$ cat config.mk
export PLATFORM = sky130hd
export DESIGN_NAME = mbct_ram
export DESIGN_NICKNAME = d
export VERILOG_FILES = /design/src/rtl/core/mac_byte_count_table_unit_defines.svh /design/src/rtl/core/mbct_ram.sv
export SDC_FILE = /design/constraint.sdc
export NUM_CORES = 2
export LEC_CHECK = 0
export BUFFER_PORTS_ARGS = -buffer_cell sky130_fd_sc_hd__buf_2
export CAP_MARGIN = 20
export CORE_UTILIZATION = 63
export CTS_CLUSTER_SIZE = 20
export DETAILED_ROUTE_END_ITERATION = 7
export PLACE_DENSITY = 0.9
export SYNTH_ARGS = -nofsm -noshare
export SYNTH_HDL_FRONTEND = slang
export SYNTH_SLANG_ARGS = --single-unit
$ cat constraint.sdc
create_clock -name clk_i -period 4.6 [get_ports clk_i]
set_input_delay 0.92 -clock clk_i [delete_from_list [all_inputs] [get_ports clk_i]]
set_output_delay 0.92 -clock clk_i [all_outputs]
set_load 0.02 [all_outputs]
$ cat src/rtl/core/mac_byte_count_table_unit_defines.svh
// Assertion macros for the MAC byte count table RTL.
`ifndef MAC_BYTE_COUNT_TABLE_UNIT_DEFINES_SVH
`define MAC_BYTE_COUNT_TABLE_UNIT_DEFINES_SVH

// Same-cycle implication, checked on every rising clock edge outside reset.
`define MBCT_ASSERT_IMP(lbl, ante, cons, msg) \
  lbl: assert property (@(posedge clk_i) disable iff (!rst_ni) (ante) |-> (cons)) \
    else $error(msg);

// Next-cycle implication, checked on every rising clock edge outside reset.
`define MBCT_ASSERT_NEXT(lbl, ante, cons, msg) \
  lbl: assert property (@(posedge clk_i) disable iff (!rst_ni) (ante) |=> (cons)) \
    else $error(msg);

`endif

$ cat src/rtl/core/mbct_ram.sv
// Generic simple dual-port RAM with registered read.
`timescale 1ns / 1ps
`default_nettype none

module mbct_ram #(
  parameter int unsigned WIDTH = 32,
  parameter int unsigned DEPTH = 64
) (
  input  wire logic                     clk_i,
  input  wire logic                     we_i,
  input  wire logic [$clog2(DEPTH)-1:0] waddr_i,
  input  wire logic [WIDTH-1:0]         wdata_i,
  input  wire logic [$clog2(DEPTH)-1:0] raddr_i,
  output logic      [WIDTH-1:0]         rdata_o
);

  logic [WIDTH-1:0] mem_q [DEPTH];

  always_ff @(posedge clk_i) begin
    if (we_i) begin
      mem_q[waddr_i] <= wdata_i;
    end
    rdata_o <= mem_q[raddr_i];
  end

endmodule

`default_nettype wire

After elaboration in Yosys (flattened, before gate mapping). Memories as Yosys holds them, arrays and structs flattened. A register that Yosys moved wholly into a read port is not among the register bits. Cells that the tools add are included.

Bits in registers: 0. Memory bits (writable): 2048. Input port bits: 46. Logic and storage cells: 3. Memories: 1.

Muxes and demuxes: 2.

Memories: mem_q (words 64, width 32, rd ports 1, clocked after Yosys merged registers in 1, wr ports 1, line mbct_ram.sv:17) `logic [WIDTH-1:0] mem_q [DEPTH];`.

Operator list (number): two-way mux 1 bit (2).

Longest topological paths before layout.
Word-level depth: 2. Mapped depth: 10.

Least setup slack after synthesis. No wires, ideal clock.

Kind: input to register. Start point: input port waddr_i[3]. End point: memory mem_q[48][0], enable pin. Library setup time: 0.461 ns. Arrival time: 3.619 ns. Required time: 4.139 ns. Path slack: 0.520 ns. Stages on the path: 4. Buffers on the path: 1. Path through: clkbuf_1 -> nor2b_1 -> nand4b_1 -> nor3_1.

RTL lines: start, declared (line mbct_ram.sv:11) `input wire logic [$clog2(DEPTH)-1:0] waddr_i,`; end, declared (line mbct_ram.sv:17).

Straight into the memory's write port.

==> out/metrics.yaml <==
sta:
  worst_slack_ns: 0.761
  final.min_clock_period_ns: 3.84
  tightest_slew_ns: 1.50
  period_share_pct: 83.5
  slew_violations: 1
  fin_worst_skew_ns: 0.0396
  max_freq_ghz: 0.260
  fin_tns_setup_ns: 0
  slew-limit-headroom_pct: -0.109
  setup_viol: 0
  rsz0062_at_grt: "no"
  hold_violations: 0
  hold_ws_ns: 0.509
routing:
  avgViaCountPerCell: 8.03
  drt-total-wl_um: 257000
  dr.pass1.iters: 8
  first_iter_violations: 9857
  drtAntennaViolNets: 0
  drcViolationCount: 30
  wl_per_cell_um: 47.6
  num_vias: 43341
worst_hold_path:
  hold_start: "wdata_i[30]"
  hp-class: "primary input to flop"
  min_to: "mem_q[46][30]$_DFFE_PP_"
  hold_depth: 1
floorplanning:
  core_um2: 124000
  die_h_um: 355
  design.die.area_um2: 126000
  rows: 129
  start_util_pct: 63.5
  top_level_ports: 78
  die_x_um: 355
power_and_ir_drop:
  power_frac_clock_pct: 40.2
  irDropWorstVdd_mv: 0.481
  p_seq_share_pct: 53.9
  power_density_nw_per_um2: 442
  pwr-share-comb_pct: 5.8
  total_power_mw: 39.1
  leakage_nw: 27.7
  p_switching_mw: 9.09
  swShare_pct: 23.3
  p_int_mw: 30.0
cells_and_area:
  regArea_um2: 62100
  finalCoreUtilization_pct: 71.6
  drive_gt1_share_pct: 30.1
  fin_area_um2: 88500
  fill_cells: 6255
  fin_cells: 5399
  nNetsFinal: 3643
  multi_input_area_um2: 16000
  syn_to_final_growth_pct: 12.7
synthesis:
  syn_area_um2: 78500
  syn_avg_cell_area_um2: 23.6
  seq_area_frac_synth_pct: 79.1
  synthAdderAreaFrac_pct: 0
  ys_seq_elements: 2080
  synth_edf_count: 2048
  synth-xor-area-share_pct: 0
  postSynthNetCount: 3370
  synthSimpleGateAreaFrac_pct: 1.27
  synth_top_family_by_area: "multiplexers"
  yosysMostFrequentCell: "edfxtp_1"
  synth_mux_area_share_pct: 16.8
  ys_types: 34
  synthesis.instances: 3324
  yosys_warnings: 0
  yosys.area.top_type: "edfxtp_1"
  synth-compound-area-share_pct: 1.67
  synth_area_leaders: "edfxtp_1 78%, mux4_2 16%, mux2i_1 1.2%"
  synth_ff_type: "edfxtp_1"
  yosys-top-cells-count: "2048 x edfxtp_1, 544 x mux4_2, 137 x nor2_1"
  netlist.area_leader.share_pct: 78.3
  async_reset_ff_share_pct: 0
grt:
  overflow: 0
  grt_first_pass_wirelength_um: 343000
  antenna_found_initial: 28
  grt_pass1_vias: 42566
  grt_max_degree: 65
  grt_usage_pct: 40.6
setup_path:
  reg2reg_slack_ns: 1.86
  cp_max_fo: 36
  r2r_end: "rdata_o[4]$_DFF_P_"
  crit_path_end_kind: "flop"
  startpoint_type: "primary input"
  crit_required_ns: 5.23
  rr_startpoint: "mem_q[22][4]$_DFFE_PP_"
  cp.arrival_ns: 4.47
  critPathKind: "primary input to flop"
  rr_worst_depth: 5
placement:
  placed_cell_area_um2: 82300
  hpwl_um: 126000
  place_ws_ns: 0.332
  dp_cells: 5029
  place.gp.congestion: 0.857
  io_buffers: 77
clocking:
  clk_pin_slew_ns: 0.08
  cts_tree: "done"
  post_cts_resized: 0
  clock_path_buffers: 3
  clock_latency_ns: 0.85
  clock-sinks: 2080
  root_buffer: "clkbuf_16"
  post_cts_buffers: 0
  numCtsBuffers: 186
  postCtsHoldBufs: 0
  cts-htree-levels: 4
status:
  status: "finished, violations left"
  violations: "DRC, capacitance limit, slew limit"
flow_run:
  cap_violations: 1
cells by family (layout without fill, tap and decap cells):
| family | after synthesis | after routing |
|---|---|---|
| flip-flops | 2080 | 2080 |
| multiplexers | 637 | 637 |
| AND/OR/NAND/NOR | 223 | 223 |
| AO/OA/AOI/OAI | 202 | 202 |
| buffers and inverters | 182 | 610 |
| other | 0 | 10 |
placed cells by master (no fill, tap or decap), types with 12 or more instances in the layout:
master,n
edfxtp_1,2048
mux4_2,544
clkbuf_16,189
buf_4,141
mux2i_1,93
o22ai_1,84
nor2_1,75
buf_2,73
a21oi_1,62
nor2_4,62
clkbuf_1,53
buf_12,47
clkinv_1,39
dfxtp_1,32
clkinv_2,28
o221ai_1,27
nand2_1,26
nor2b_1,15
a22oi_1,12
layout make-up:
type,count,area share (%)
Sequential cell,2080,70.2
Multi-Input combinational cell,1062,18.0
Clock buffer,252,5.73
Timing Repair Buffer,267,2.79
Tap cell,1637,2.31
Clock inverter,91,0.864
Antenna cell,10,0.0283
how the worst max path moves through the flow:
stage | from | to | slack (ns) | cells after the start
after floorplan | waddr_i[3] | mem_q[48][0]$_DFFE_PP_ | 0.52 | 4
after global placement | raddr_i[0] | rdata_o[17]$_DFF_P_ | 0.48 | 9
after detailed placement | raddr_i[0] | rdata_o[17]$_DFF_P_ | 0.33 | 9
after CTS | raddr_i[0] | rdata_o[4]$_DFF_P_ | 1.13 | 9
after global routing | raddr_i[0] | rdata_o[4]$_DFF_P_ | 0.90 | 9
final | raddr_i[0] | rdata_o[4]$_DFF_P_ | 0.76 | 9
registers in the layout (all words and copies together), names as in the netlist:
| signal | count |
|---|---|
| mem_q | 2048 |
| rdata_o | 32 |
power groups by stage:
stage / clock (mW) / combinational [mW] / sequential, mW
after floorplan: 0 / 1.02 / 21.5
after global placement: 0 / 1.91 / 21.5
after detailed placement: 0 / 2.03 / 21.5
after CTS: 15.5 / 2.12 / 21.1
after global routing: 16.2 / 2.26 / 21.1
final: 15.7 / 2.28 / 21.1
metal layers:
| layer | GRT usage (%) | vias to the layer above | wire, µm |
|---|---|---|---|
| met5 | 0 | - | 178 |
| met4 | 29.0 | 30 | 25900 |
| met3 | 13.5 | 1609 | 41600 |
| met2 | 63.0 | 5671 | 119000 |
| met1 | 48.0 | 21217 | 70400 |
| li1 | - | 14814 | - |
critical path: stages:
cell      delay (ns)
buf_8           0.42
buf_12          0.37
buf_4           0.28
buf_4           0.29
mux4_2          0.56
mux2i_1         0.27
nor2_1          0.09
a311oi_1        1.03
nor3_1          0.19
Power figures use the tool's default switching activity.
